`src/rtl/smoothed_temp_to_gauge_steps_core_defines.svh`:
```
// ----------------------------------------------------------------------------
// Smoothed temperature to gauge steps: assertion macros
// Concurrent check wrappers sampled on clk and disabled while rst_n is low.
// ----------------------------------------------------------------------------
`ifndef SMOOTHED_TEMP_TO_GAUGE_STEPS_CORE_DEFINES_SVH
`define SMOOTHED_TEMP_TO_GAUGE_STEPS_CORE_DEFINES_SVH

// same-cycle implication
`define STGS_ASSERT_NOW(lbl, ante, cons, msg) \
  lbl: assert property (@(posedge clk) disable iff (!rst_n) (ante) |-> (cons)) \
    else $error(msg);

// next-cycle implication
`define STGS_ASSERT_NEXT(lbl, ante, cons, msg) \
  lbl: assert property (@(posedge clk) disable iff (!rst_n) (ante) |=> (cons)) \
    else $error(msg);

`endif

```
`src/rtl/stgs_pkg.sv`:
```
// ----------------------------------------------------------------------------
// Smoothed temperature to gauge steps: shared package
// Widths, reset values, register indexes, transaction and control types.
// ----------------------------------------------------------------------------
`timescale 1ns / 1ps

package stgs_pkg;

  localparam int TEMP_W     = 16;
  localparam int STEP_W     = 16;
  localparam int FRAC_X     = 8;
  localparam int AVG_W      = TEMP_W + FRAC_X;
  localparam int DIFF_W     = AVG_W + 1;
  localparam int DEN_W      = TEMP_W + FRAC_X;
  localparam int DSR_W      = DEN_W + 1;
  localparam int MUL_A_W    = 25;
  localparam int MUL_B_W    = 17;
  localparam int PROD_W     = MUL_A_W + MUL_B_W;
  localparam int QUO_W      = 18;
  localparam int SUM_W      = DSR_W + QUO_W;
  localparam int CNT_W      = $clog2(QUO_W);
  localparam int RND_SHIFT  = 16;
  localparam int CFG_ADDR_W = 3;
  localparam int CFG_DATA_W = 16;

  localparam logic signed [MUL_B_W-1:0] ALPHA_Q16 = 17'sd9830;
  localparam logic signed [PROD_W-1:0]  RND_POS   = 42'sd32768;
  localparam logic signed [PROD_W-1:0]  RND_NEG   = 42'sd32767;
  localparam logic [QUO_W-1:0]          QUO_POS_MAX = 18'd32767;
  localparam logic [QUO_W-1:0]          QUO_NEG_MAX = 18'd32768;
  localparam logic signed [STEP_W-1:0]  STEP_MAX  = 16'sd32767;
  localparam logic signed [STEP_W-1:0]  STEP_MIN  = -16'sd32768;

  localparam logic signed [TEMP_W-1:0] MIN_TEMP_RST  = 16'sd0;
  localparam logic signed [TEMP_W-1:0] MAX_TEMP_RST  = 16'sd1920;
  localparam logic signed [STEP_W-1:0] MIN_STEPS_RST = 16'sd0;
  localparam logic signed [STEP_W-1:0] MAX_STEPS_RST = 16'sd945;

  localparam logic [CFG_ADDR_W-1:0] REG_MIN_TEMP  = 3'd0;
  localparam logic [CFG_ADDR_W-1:0] REG_MAX_TEMP  = 3'd1;
  localparam logic [CFG_ADDR_W-1:0] REG_MIN_STEPS = 3'd2;
  localparam logic [CFG_ADDR_W-1:0] REG_MAX_STEPS = 3'd3;
  localparam logic [CFG_ADDR_W-1:0] REG_INVERT    = 3'd4;

  typedef struct packed {
    logic signed [TEMP_W-1:0] temp_value;
    logic                     temp_invalid;
  } in_item_t;

  typedef struct packed {
    logic signed [STEP_W-1:0] target_steps;
    logic signed [TEMP_W-1:0] smoothed_temp;
  } out_item_t;

  typedef struct packed {
    logic signed [TEMP_W-1:0] min_temp;
    logic signed [TEMP_W-1:0] max_temp;
    logic signed [STEP_W-1:0] min_steps;
    logic signed [STEP_W-1:0] max_steps;
    logic                     invert_direction;
  } cfg_t;

  typedef enum logic [3:0] {
    ST_IDLE,
    ST_UPDATE,
    ST_MUL,
    ST_STEP,
    ST_CLAMP,
    ST_MSPAN,
    ST_MSMIN,
    ST_SUM,
    ST_ABS,
    ST_NUM,
    ST_DIV,
    ST_SAT,
    ST_FIN
  } state_t;

  typedef struct packed {
    logic capture;
    logic load_avg;
    logic diff;
    logic mul_alpha;
    logic step;
    logic clamp;
    logic mul_span;
    logic mul_smin;
    logic sum;
    logic absval;
    logic num;
    logic div_step;
    logic sat;
    logic load_smin;
    logic load_out;
  } cmd_t;

  typedef struct packed {
    logic have_sample;
    logic span_ok;
    logic out_blocked;
  } sts_t;

endpackage

```
`src/rtl/stgs_datapath.sv`:
```
// ----------------------------------------------------------------------------
// Smoothed temperature to gauge steps: datapath
// Input clamp, moving average update, shared multiplier, linear mapping,
// restoring divider with rounding and saturation, output register.
// ----------------------------------------------------------------------------
`timescale 1ns / 1ps

module stgs_datapath import stgs_pkg::*; (
  input  logic      clk,
  input  logic      rst_n,
  input  cfg_t      cfg,
  input  cmd_t      cmd,
  output sts_t      sts,
  input  in_item_t  in_data,
  input  logic      out_stall,
  output logic      out_valid,
  output out_item_t out_data
);

  logic signed [AVG_W-1:0]   tgt_r, tgt_nxt;
  logic signed [AVG_W-1:0]   avg_r, avg_nxt;
  logic                      have_r, have_nxt;
  logic signed [DIFF_W-1:0]  d_r, d_nxt;
  logic [DEN_W-1:0]          a_r, a_nxt;
  logic signed [PROD_W-1:0]  prod_r, prod_nxt;
  logic signed [PROD_W-1:0]  acc_r, acc_nxt;
  logic signed [SUM_W-1:0]   s_r, s_nxt;
  logic [SUM_W-1:0]          mag_r, mag_nxt;
  logic                      neg_r, neg_nxt;
  logic [DSR_W-1:0]          rem_r, rem_nxt;
  logic [QUO_W-1:0]          quo_r, quo_nxt;
  logic signed [STEP_W-1:0]  res_r, res_nxt;
  logic                      out_valid_r, out_valid_nxt;
  out_item_t                 out_data_r, out_data_nxt;

  logic signed [TEMP_W-1:0]  t_in, tmin, tmax, t_sel;
  logic signed [AVG_W-1:0]   lo, hi, avg_c;
  logic signed [TEMP_W:0]    tdiff, sdiff;
  logic [TEMP_W:0]           span_mag;
  logic [DEN_W-1:0]          den;
  logic [DSR_W-1:0]          dsr;
  logic signed [MUL_A_W-1:0] mul_a;
  logic signed [MUL_B_W-1:0] mul_b;
  logic signed [PROD_W-1:0]  mul_p, rnd;
  logic [SUM_W-1:0]          num_w;
  logic [DSR_W:0]            trial;
  logic                      ge;

  assign t_in = in_data.temp_value;
  assign tmin = cfg.min_temp;
  assign tmax = cfg.max_temp;

  always_comb begin
    if (in_data.temp_invalid) begin
      t_sel = tmin;
    end else if (t_in < tmin) begin
      t_sel = tmin;
    end else if (t_in > tmax) begin
      t_sel = tmax;
    end else begin
      t_sel = t_in;
    end
  end

  assign lo    = {tmin, {FRAC_X{1'b0}}};
  assign hi    = {tmax, {FRAC_X{1'b0}}};
  assign tdiff = $signed({tmax[TEMP_W-1], tmax}) - $signed({tmin[TEMP_W-1], tmin});
  assign sdiff = $signed({cfg.max_steps[STEP_W-1], cfg.max_steps})
               - $signed({cfg.min_steps[STEP_W-1], cfg.min_steps});
  assign span_mag = sdiff[TEMP_W] ? (TEMP_W+1)'(-sdiff) : sdiff;
  assign den      = {tdiff[TEMP_W-1:0], {FRAC_X{1'b0}}};
  assign dsr      = {den, 1'b0};

  always_comb begin
    if (avg_r < lo) begin
      avg_c = lo;
    end else if (avg_r > hi) begin
      avg_c = hi;
    end else begin
      avg_c = avg_r;
    end
  end

  always_comb begin
    if (cmd.mul_span) begin
      mul_a = $signed({1'b0, a_r});
      mul_b = $signed(span_mag);
    end else if (cmd.mul_smin) begin
      mul_a = $signed({1'b0, den});
      mul_b = $signed({cfg.min_steps[STEP_W-1], cfg.min_steps});
    end else begin
      mul_a = d_r;
      mul_b = ALPHA_Q16;
    end
  end

  assign mul_p = PROD_W'(mul_a) * PROD_W'(mul_b);
  assign rnd   = prod_r + (prod_r[PROD_W-1] ? RND_NEG : RND_POS);
  assign num_w = {mag_r[SUM_W-2:0], 1'b0} + SUM_W'(den);
  assign trial = {rem_r, quo_r[QUO_W-1]};
  assign ge    = (trial >= {1'b0, dsr});

  always_comb begin
    tgt_nxt       = tgt_r;
    avg_nxt       = avg_r;
    have_nxt      = have_r;
    d_nxt         = d_r;
    a_nxt         = a_r;
    prod_nxt      = prod_r;
    acc_nxt       = acc_r;
    s_nxt         = s_r;
    mag_nxt       = mag_r;
    neg_nxt       = neg_r;
    rem_nxt       = rem_r;
    quo_nxt       = quo_r;
    res_nxt       = res_r;
    out_valid_nxt = out_valid_r;
    out_data_nxt  = out_data_r;
    if (cmd.capture) begin
      tgt_nxt = {t_sel, {FRAC_X{1'b0}}};
    end
    if (cmd.load_avg) begin
      avg_nxt  = tgt_r;
      have_nxt = 1'b1;
    end
    if (cmd.diff) begin
      d_nxt = DIFF_W'(tgt_r) - DIFF_W'(avg_r);
    end
    if (cmd.mul_alpha || cmd.mul_span || cmd.mul_smin) begin
      prod_nxt = mul_p;
    end
    if (cmd.step) begin
      avg_nxt = avg_r + rnd[RND_SHIFT +: AVG_W];
    end
    if (cmd.clamp) begin
      a_nxt = DEN_W'(avg_c - lo);
    end
    if (cmd.mul_smin) begin
      acc_nxt = cfg.invert_direction ? -prod_r : prod_r;
    end
    if (cmd.sum) begin
      s_nxt = SUM_W'(acc_r) + SUM_W'(prod_r);
    end
    if (cmd.absval) begin
      neg_nxt = s_r[SUM_W-1];
      mag_nxt = s_r[SUM_W-1] ? SUM_W'(-s_r) : s_r;
    end
    if (cmd.num) begin
      rem_nxt = num_w[SUM_W-1 -: DSR_W];
      quo_nxt = num_w[QUO_W-1:0];
    end
    if (cmd.div_step) begin
      rem_nxt = ge ? DSR_W'(trial - {1'b0, dsr}) : trial[DSR_W-1:0];
      quo_nxt = {quo_r[QUO_W-2:0], ge};
    end
    if (cmd.sat) begin
      if (neg_r) begin
        res_nxt = (quo_r > QUO_NEG_MAX) ? STEP_MIN : STEP_W'(QUO_W'(0) - quo_r);
      end else begin
        res_nxt = (quo_r > QUO_POS_MAX) ? STEP_MAX : quo_r[STEP_W-1:0];
      end
    end
    if (cmd.load_smin) begin
      res_nxt = cfg.min_steps;
    end
    if (cmd.load_out) begin
      out_valid_nxt              = 1'b1;
      out_data_nxt.target_steps  = res_r;
      out_data_nxt.smoothed_temp = avg_r[AVG_W-1 -: TEMP_W];
    end else if (out_valid_r && !out_stall) begin
      out_valid_nxt = 1'b0;
    end
  end

  always_ff @(posedge clk) begin
    if (!rst_n) begin
      have_r      <= 1'b0;
      avg_r       <= {MIN_TEMP_RST, {FRAC_X{1'b0}}};
      out_valid_r <= 1'b0;
    end else begin
      have_r      <= have_nxt;
      avg_r       <= avg_nxt;
      out_valid_r <= out_valid_nxt;
    end
  end

  always_ff @(posedge clk) begin
    tgt_r      <= tgt_nxt;
    d_r        <= d_nxt;
    a_r        <= a_nxt;
    prod_r     <= prod_nxt;
    acc_r      <= acc_nxt;
    s_r        <= s_nxt;
    mag_r      <= mag_nxt;
    neg_r      <= neg_nxt;
    rem_r      <= rem_nxt;
    quo_r      <= quo_nxt;
    res_r      <= res_nxt;
    out_data_r <= out_data_nxt;
  end

  assign sts.have_sample = have_r;
  assign sts.span_ok     = !tdiff[TEMP_W] && (tdiff != '0);
  assign sts.out_blocked = out_valid_r && out_stall;
  assign out_valid       = out_valid_r;
  assign out_data        = out_data_r;

endmodule

```
`src/rtl/stgs_ctrl.sv`:
```
// ----------------------------------------------------------------------------
// Smoothed temperature to gauge steps: controller
// Sequences one transaction through update, mapping and division steps.
// ----------------------------------------------------------------------------
`timescale 1ns / 1ps

module stgs_ctrl import stgs_pkg::*; (
  input  logic clk,
  input  logic rst_n,
  input  logic in_valid,
  output logic in_stall,
  input  sts_t sts,
  output cmd_t cmd
);

  state_t           state_r, state_nxt;
  logic [CNT_W-1:0] cnt_r, cnt_nxt;

  always_ff @(posedge clk) begin
    if (!rst_n) begin
      state_r <= ST_IDLE;
      cnt_r   <= '0;
    end else begin
      state_r <= state_nxt;
      cnt_r   <= cnt_nxt;
    end
  end

  always_comb begin
    state_nxt = state_r;
    cnt_nxt   = cnt_r;
    cmd       = '0;
    in_stall  = 1'b1;
    case (state_r)
      ST_IDLE: begin
        in_stall = 1'b0;
        if (in_valid) begin
          cmd.capture = 1'b1;
          state_nxt   = ST_UPDATE;
        end
      end
      ST_UPDATE: begin
        if (sts.have_sample) begin
          cmd.diff  = 1'b1;
          state_nxt = ST_MUL;
        end else begin
          cmd.load_avg = 1'b1;
          state_nxt    = ST_CLAMP;
        end
      end
      ST_MUL: begin
        cmd.mul_alpha = 1'b1;
        state_nxt     = ST_STEP;
      end
      ST_STEP: begin
        cmd.step  = 1'b1;
        state_nxt = ST_CLAMP;
      end
      ST_CLAMP: begin
        if (sts.span_ok) begin
          cmd.clamp = 1'b1;
          state_nxt = ST_MSPAN;
        end else begin
          cmd.load_smin = 1'b1;
          state_nxt     = ST_FIN;
        end
      end
      ST_MSPAN: begin
        cmd.mul_span = 1'b1;
        state_nxt    = ST_MSMIN;
      end
      ST_MSMIN: begin
        cmd.mul_smin = 1'b1;
        state_nxt    = ST_SUM;
      end
      ST_SUM: begin
        cmd.sum   = 1'b1;
        state_nxt = ST_ABS;
      end
      ST_ABS: begin
        cmd.absval = 1'b1;
        state_nxt  = ST_NUM;
      end
      ST_NUM: begin
        cmd.num   = 1'b1;
        cnt_nxt   = CNT_W'(QUO_W - 1);
        state_nxt = ST_DIV;
      end
      ST_DIV: begin
        cmd.div_step = 1'b1;
        if (cnt_r == '0) begin
          state_nxt = ST_SAT;
        end else begin
          cnt_nxt = cnt_r - 1'b1;
        end
      end
      ST_SAT: begin
        cmd.sat   = 1'b1;
        state_nxt = ST_FIN;
      end
      ST_FIN: begin
        if (!sts.out_blocked) begin
          cmd.load_out = 1'b1;
          state_nxt    = ST_IDLE;
        end
      end
      default: begin
        state_nxt = ST_IDLE;
      end
    endcase
  end

endmodule

```
`src/rtl/smoothed_temp_to_gauge_steps_core.sv`:
```
// ----------------------------------------------------------------------------
// Smoothed temperature to gauge steps: top level
// Maps smoothed temperature readings onto gauge needle step targets.
// ----------------------------------------------------------------------------
// Usage:
//   Readings enter on in_valid/in_stall/in_data; each accepted transaction
//   yields exactly one result on out_valid/out_stall/out_data.
//   The user writes registers through cfg_we/cfg_addr/cfg_wdata only while
//   idle; the block does not enforce this. Indexes beyond the invert flag
//   are ignored.
//   The 18-step restoring divider that forms the rounded step target
//   dominates each transaction; the first reading after reset skips the
//   smoothing update, and a reading with an empty or reversed temperature
//   span skips the mapping and division.
//   in_stall is high from acceptance until the result is loaded into the
//   output register, so a new reading is taken while a result still waits.
//   While the receiver stalls, the finished result holds and a second result
//   waits in the datapath until the output register frees.
//   Synchronous reset restores the register defaults, clears the sample
//   flag and empties the output register.
// ----------------------------------------------------------------------------
`timescale 1ns / 1ps
`include "smoothed_temp_to_gauge_steps_core_defines.svh"

module smoothed_temp_to_gauge_steps_core import stgs_pkg::*; (
  input  logic                  clk,
  input  logic                  rst_n,
  input  logic                  in_valid,
  output logic                  in_stall,
  input  in_item_t              in_data,
  output logic                  out_valid,
  input  logic                  out_stall,
  output out_item_t             out_data,
  input  logic                  cfg_we,
  input  logic [CFG_ADDR_W-1:0] cfg_addr,
  input  logic [CFG_DATA_W-1:0] cfg_wdata
);

  cfg_t cfg_r, cfg_nxt;
  cmd_t ctrl_cmd;
  sts_t dp_sts;

  always_comb begin
    cfg_nxt = cfg_r;
    if (cfg_we) begin
      case (cfg_addr)
        REG_MIN_TEMP:  cfg_nxt.min_temp         = cfg_wdata;
        REG_MAX_TEMP:  cfg_nxt.max_temp         = cfg_wdata;
        REG_MIN_STEPS: cfg_nxt.min_steps        = cfg_wdata;
        REG_MAX_STEPS: cfg_nxt.max_steps        = cfg_wdata;
        REG_INVERT:    cfg_nxt.invert_direction = cfg_wdata[0];
        default: begin
          cfg_nxt = cfg_r;
        end
      endcase
    end
  end

  always_ff @(posedge clk) begin
    if (!rst_n) begin
      cfg_r.min_temp         <= MIN_TEMP_RST;
      cfg_r.max_temp         <= MAX_TEMP_RST;
      cfg_r.min_steps        <= MIN_STEPS_RST;
      cfg_r.max_steps        <= MAX_STEPS_RST;
      cfg_r.invert_direction <= 1'b0;
    end else begin
      cfg_r <= cfg_nxt;
    end
  end

  stgs_ctrl u_ctrl (
    .clk      (clk),
    .rst_n    (rst_n),
    .in_valid (in_valid),
    .in_stall (in_stall),
    .sts      (dp_sts),
    .cmd      (ctrl_cmd)
  );

  stgs_datapath u_datapath (
    .clk       (clk),
    .rst_n     (rst_n),
    .cfg       (cfg_r),
    .cmd       (ctrl_cmd),
    .sts       (dp_sts),
    .in_data   (in_data),
    .out_stall (out_stall),
    .out_valid (out_valid),
    .out_data  (out_data)
  );

  `STGS_ASSERT_NEXT(a_busy_after_accept, in_valid && !in_stall, in_stall, "accepted while busy")
  `STGS_ASSERT_NOW(a_out_from_load, $rose(out_valid), $past(ctrl_cmd.load_out), "stray result")
  `STGS_ASSERT_NOW(a_no_overwrite, ctrl_cmd.load_out, !(out_valid && out_stall), "result lost")

endmodule
```
`config.mk`:
```
export PLATFORM = sky130hd
export DESIGN_NAME = smoothed_temp_to_gauge_steps_core
export DESIGN_NICKNAME = d
export VERILOG_FILES = /design/src/rtl/stgs_pkg.sv /design/src/rtl/stgs_datapath.sv /design/src/rtl/stgs_ctrl.sv /design/src/rtl/smoothed_temp_to_gauge_steps_core.sv
export VERILOG_INCLUDE_DIRS = /design/src /design/src/rtl
export SDC_FILE = /design/constraint.sdc
export NUM_CORES = 2
export LEC_CHECK = 0
export BUFFER_PORTS_ARGS = -buffer_cell sky130_fd_sc_hd__buf_2
export CORE_AREA = 4 4 264 266
export DETAILED_ROUTE_END_ITERATION = 10
export DIE_AREA = 0 0 268 270
export GPL_ROUTABILITY_DRIVEN = 0
export PLACE_DENSITY = 0.86
export SYNTH_ARGS = -nofsm -noshare
export SYNTH_HDL_FRONTEND = slang
export SYNTH_SLANG_ARGS = --single-unit
```
`constraint.sdc`:
```
create_clock -name clk -period 14.1 [get_ports clk]
set_clock_uncertainty 0.1 [all_clocks]
set_input_delay 2.115 -clock clk [delete_from_list [all_inputs] [get_ports clk]]
set_output_delay 2.115 -clock clk [all_outputs]
set_load 0.01 [all_outputs]
```
==> results.ini <==
[status]
outcome = completed

[finish]
drive_above_1_share_pct = 5.93
flow.area_growth_from_synthesis_pct = 6.67
final_net_count = 5551
final-instance-count-excl-fill = 5654
final_design_area_no_fill_mm2 = 0.0463

[synth]
ys.flop_type = sky130_fd_sc_hd__edfxtp_1
async_flop_share_pct = 0
postSynthRegisterBits = 426
sequential_share_of_the_synthesized_area_pct = 27.1
post_synth_inst_count = 4717
ys_warns = 0
number_of_library_cell_types_mapped_by_synthesis = 75
synth-edff-count = 326
post_synth_instance_area_mm2 = 0.0435
syn_area_per_cell_um2 = 9.21

[die]
floorplan.io_pins = 75
core.rowCount = 95
initial_core_util_pct = 64.8
die_y_um = 270
die_area_mm2 = 0.0724
core_region_area_mm2 = 0.0670
die_width_um = 268

[setup_path]
worstPathArrival_ns = 10.70
timing.critical_path.from = cfg_r[17]
critPathCaptureType = flip-flop
critPathSlowestCell = sky130_fd_sc_hd__a22o_1
worstPathMaxFanout = 24
rr_startpoint = cfg_r[17]
cpMostUsedCell = sky130_fd_sc_hd__fa_1
worst_r2r_path_depth = 33
critical_path.max_stage_delay_ns = 0.93
r2r_slack_ns = 3.62
cp-start-kind = flip-flop
cp.required_ns = 14.33
category_of_the_most_critical_setup_path = reg2reg
crit-reg2reg-capture = u_datapath.prod_r[39]

[global_routing]
gr-total-overflow = 0
grt_pass1_wl_mm = 195
grt_antenna_before_repair = 6
grt_max_degree = 101
first_global_vias = 35600
global_route.usage.total_pct = 34.4

[placement]
placement.cell_area_mm2 = 0.0449
placedCellCount = 5570
dpl_hpwl_mm = 95.4
port_buffers = 74

[cts]
clock_buffer_count_from_cts = 43
worst_setup_hold_path_clk_slew_ns = 0.07
tritoncts = done
cts-root-to-sink-buffers = 3
cts_max_level = 2
post-cts-setup-buffer-count = 0
clock_latency_ns = 0.60
holdBufCountCts = 0
cts.repair.resized = 0
clk_sink_count = 426
cts-root-buf = sky130_fd_sc_hd__clkbuf_16

[detailed_routing]
iteration_0_drc_markers = 4201
route.detailed.wl_per_inst_um = 22.0
firstDrtPassIters = 8
vias = 35800
vias_per_cell = 6.32
drc = 0
antenna_violating_nets_post_route = 0
drt_wl_total_mm = 125

[sta]
clock_period_minus_final_worst_setup_slack_ns = 10.48
total_of_endpoints_with_negative_setup_slack_in_the_final_report = 0
tightest_slew_ns = 1.42
maxSlewHeadroom_pct = 4.75
fmaxAchievable_mhz = 95.5
totalNegativeSetupSlack_ns = 0
slew_viol_final = 0
min_period_over_period_pct = 74.3
rsz0062_at_grt = no
hold_viol = 0

[hold_path]
timing.hold.worst.start = u_datapath.res_r[7]
min-delay-path-class = reg2reg
hold_path_end = u_datapath.out_data[23]
worst_hold_path.num_cells = 0

[job]
maxCapViolCount = 0

-- flip-flops by register name, indices dropped and copies added, names as in the netlist, 24 cells and up --
name and count:
cfg_r 65, u_datapath.s_r 43, u_datapath.acc_r 42, u_datapath.mag_r 42, u_datapath.prod_r 42, u_datapath.out_data 32
u_datapath.d_r 25, u_datapath.rem_r 25, u_datapath.a_r 24, u_datapath.avg_r 24
-- layout make-up --
| type | count | area (um^2) |
|---|---|---|
| Antenna cell | 5 | 12.5 |
| Clock buffer | 48 | 1140 |
| Clock inverter | 31 | 325 |
| Fill cell | 4834 | 20700 |
| Inverter | 660 | 2480 |
| Multi-Input combinational cell | 3480 | 28700 |
| Sequential cell | 426 | 11800 |
| Tap cell | 873 | 1090 |
| Timing Repair Buffer | 131 | 798 |
-- logic make-up (layout without fill, tap and decap cells) --
family,count (synthesis),count (layout),share of synthesized area [%]
compound gates,913,913,13.7
xor+xnor,314,314,6.33
fa+ha+maj,768,768,29.4
buf+inv,827,870,7.14
flops,426,426,27.1
mux,66,66,1.55
other cells,2,23,0.0173
simple gates,1401,1401,14.7
-- cell usage in the layout, fill, tap and decap left out, types with 57 or more instances in the layout --
master,instances
sky130_fd_sc_hd__edfxtp_1,326
sky130_fd_sc_hd__ha_1,345
sky130_fd_sc_hd__a21o_1,81
sky130_fd_sc_hd__nand2_1,658
sky130_fd_sc_hd__buf_4,57
sky130_fd_sc_hd__buf_2,74
sky130_fd_sc_hd__fa_1,423
sky130_fd_sc_hd__inv_1,659
sky130_fd_sc_hd__a21oi_1,192
sky130_fd_sc_hd__xnor2_1,234
sky130_fd_sc_hd__nand3_1,75
sky130_fd_sc_hd__nor2_1,285
sky130_fd_sc_hd__o21a_1,59
sky130_fd_sc_hd__a21boi_0,67
sky130_fd_sc_hd__xor2_1,80
sky130_fd_sc_hd__nor2b_1,58
sky130_fd_sc_hd__o21ai_0,214
sky130_fd_sc_hd__dfxtp_1,100
-- through the flow --
step / hold WS (ns) / utilization, % / worst slack (ns)
after global placement: 0.301 / 66.9 / 4.01
after detailed placement: 0.305 / 66.9 / 3.75
after global routing: 0.332 / 69.1 / 3.10
after CTS: 0.320 / 69.1 / 3.72
after floorplan: 0.300 / - / 4.71
final: 0.319 / 69.1 / 3.62
-- cells in the mapped netlist (23+ instances only) --
cell type                  number  area share (%)
sky130_fd_sc_hd__a21oi_1      194             2.2
sky130_fd_sc_hd__nand2_1      659             5.7
sky130_fd_sc_hd__and2_1        44            0.63
sky130_fd_sc_hd__inv_1        660             5.7
sky130_fd_sc_hd__a31oi_1       25            0.36
sky130_fd_sc_hd__a21boi_0      67             1.2
sky130_fd_sc_hd__nor3_1        49            0.56
sky130_fd_sc_hd__nand3_1       75            0.86
sky130_fd_sc_hd__dfxtp_1      100             4.6
sky130_fd_sc_hd__o21a_1        59             1.0
sky130_fd_sc_hd__xnor2_1      234             4.7
sky130_fd_sc_hd__edfxtp_1     326              23
sky130_fd_sc_hd__nand2b_1      34            0.49
sky130_fd_sc_hd__mux2i_1       55             1.3
sky130_fd_sc_hd__or2_2         23            0.33
sky130_fd_sc_hd__and3_1        31            0.45
sky130_fd_sc_hd__nor2b_1       58            0.84
sky130_fd_sc_hd__a21o_1        81             1.4
sky130_fd_sc_hd__o211ai_1      38            0.66
sky130_fd_sc_hd__fa_1         423              19
sky130_fd_sc_hd__o31ai_1       35            0.60
sky130_fd_sc_hd__or3_1         39            0.56
sky130_fd_sc_hd__nand4_1       26            0.37
sky130_fd_sc_hd__o21ai_0      215             2.5
sky130_fd_sc_hd__ha_1         345             9.9
sky130_fd_sc_hd__nor2_1       289             2.5
sky130_fd_sc_hd__xor2_1        80             1.6
sky130_fd_sc_hd__clkbuf_1     158             1.4
-- routing by layer --
layer / track usage, % / part of all wire, % / wire [um] / vias to the layer above
met5: 0 / 0.0096 / 12 / -
met4: 22.8 / 8.4 / 10400 / 2
met3: 9.53 / 12 / 15000 / 605
met2: 52.4 / 44 / 55100 / 2289
met1: 42.9 / 35 / 44100 / 17000
li1: - / - / - / 15900
-- worst max-delay path by stage --
stage,endpoint,slack (ns),depth (start not counted)
after detailed placement,u_datapath.prod_r[39],3.75,32
after floorplan,u_datapath.prod_r[39],4.71,36
after CTS,u_datapath.prod_r[39],3.72,32
after global placement,u_datapath.prod_r[39],4.01,32
after global routing,u_datapath.prod_r[38],3.10,33
final,u_datapath.prod_r[39],3.62,33
-- critical path: cells and delay by family, from the launching register on --
kind	cells	cell delay (ns)
AOI/OAI and AO/OA	14	4.29
adders and majority gates	9	4.04
and+or+nand+nor	4	0.52
DFF	1	0.47
buffers and inverters	4	0.37
muxes	1	0.24
xor gates and xnor gates	1	0.13
Power is not shown: default switching activity piles up to over one toggle a cycle in this logic, so the estimate is an artifact.
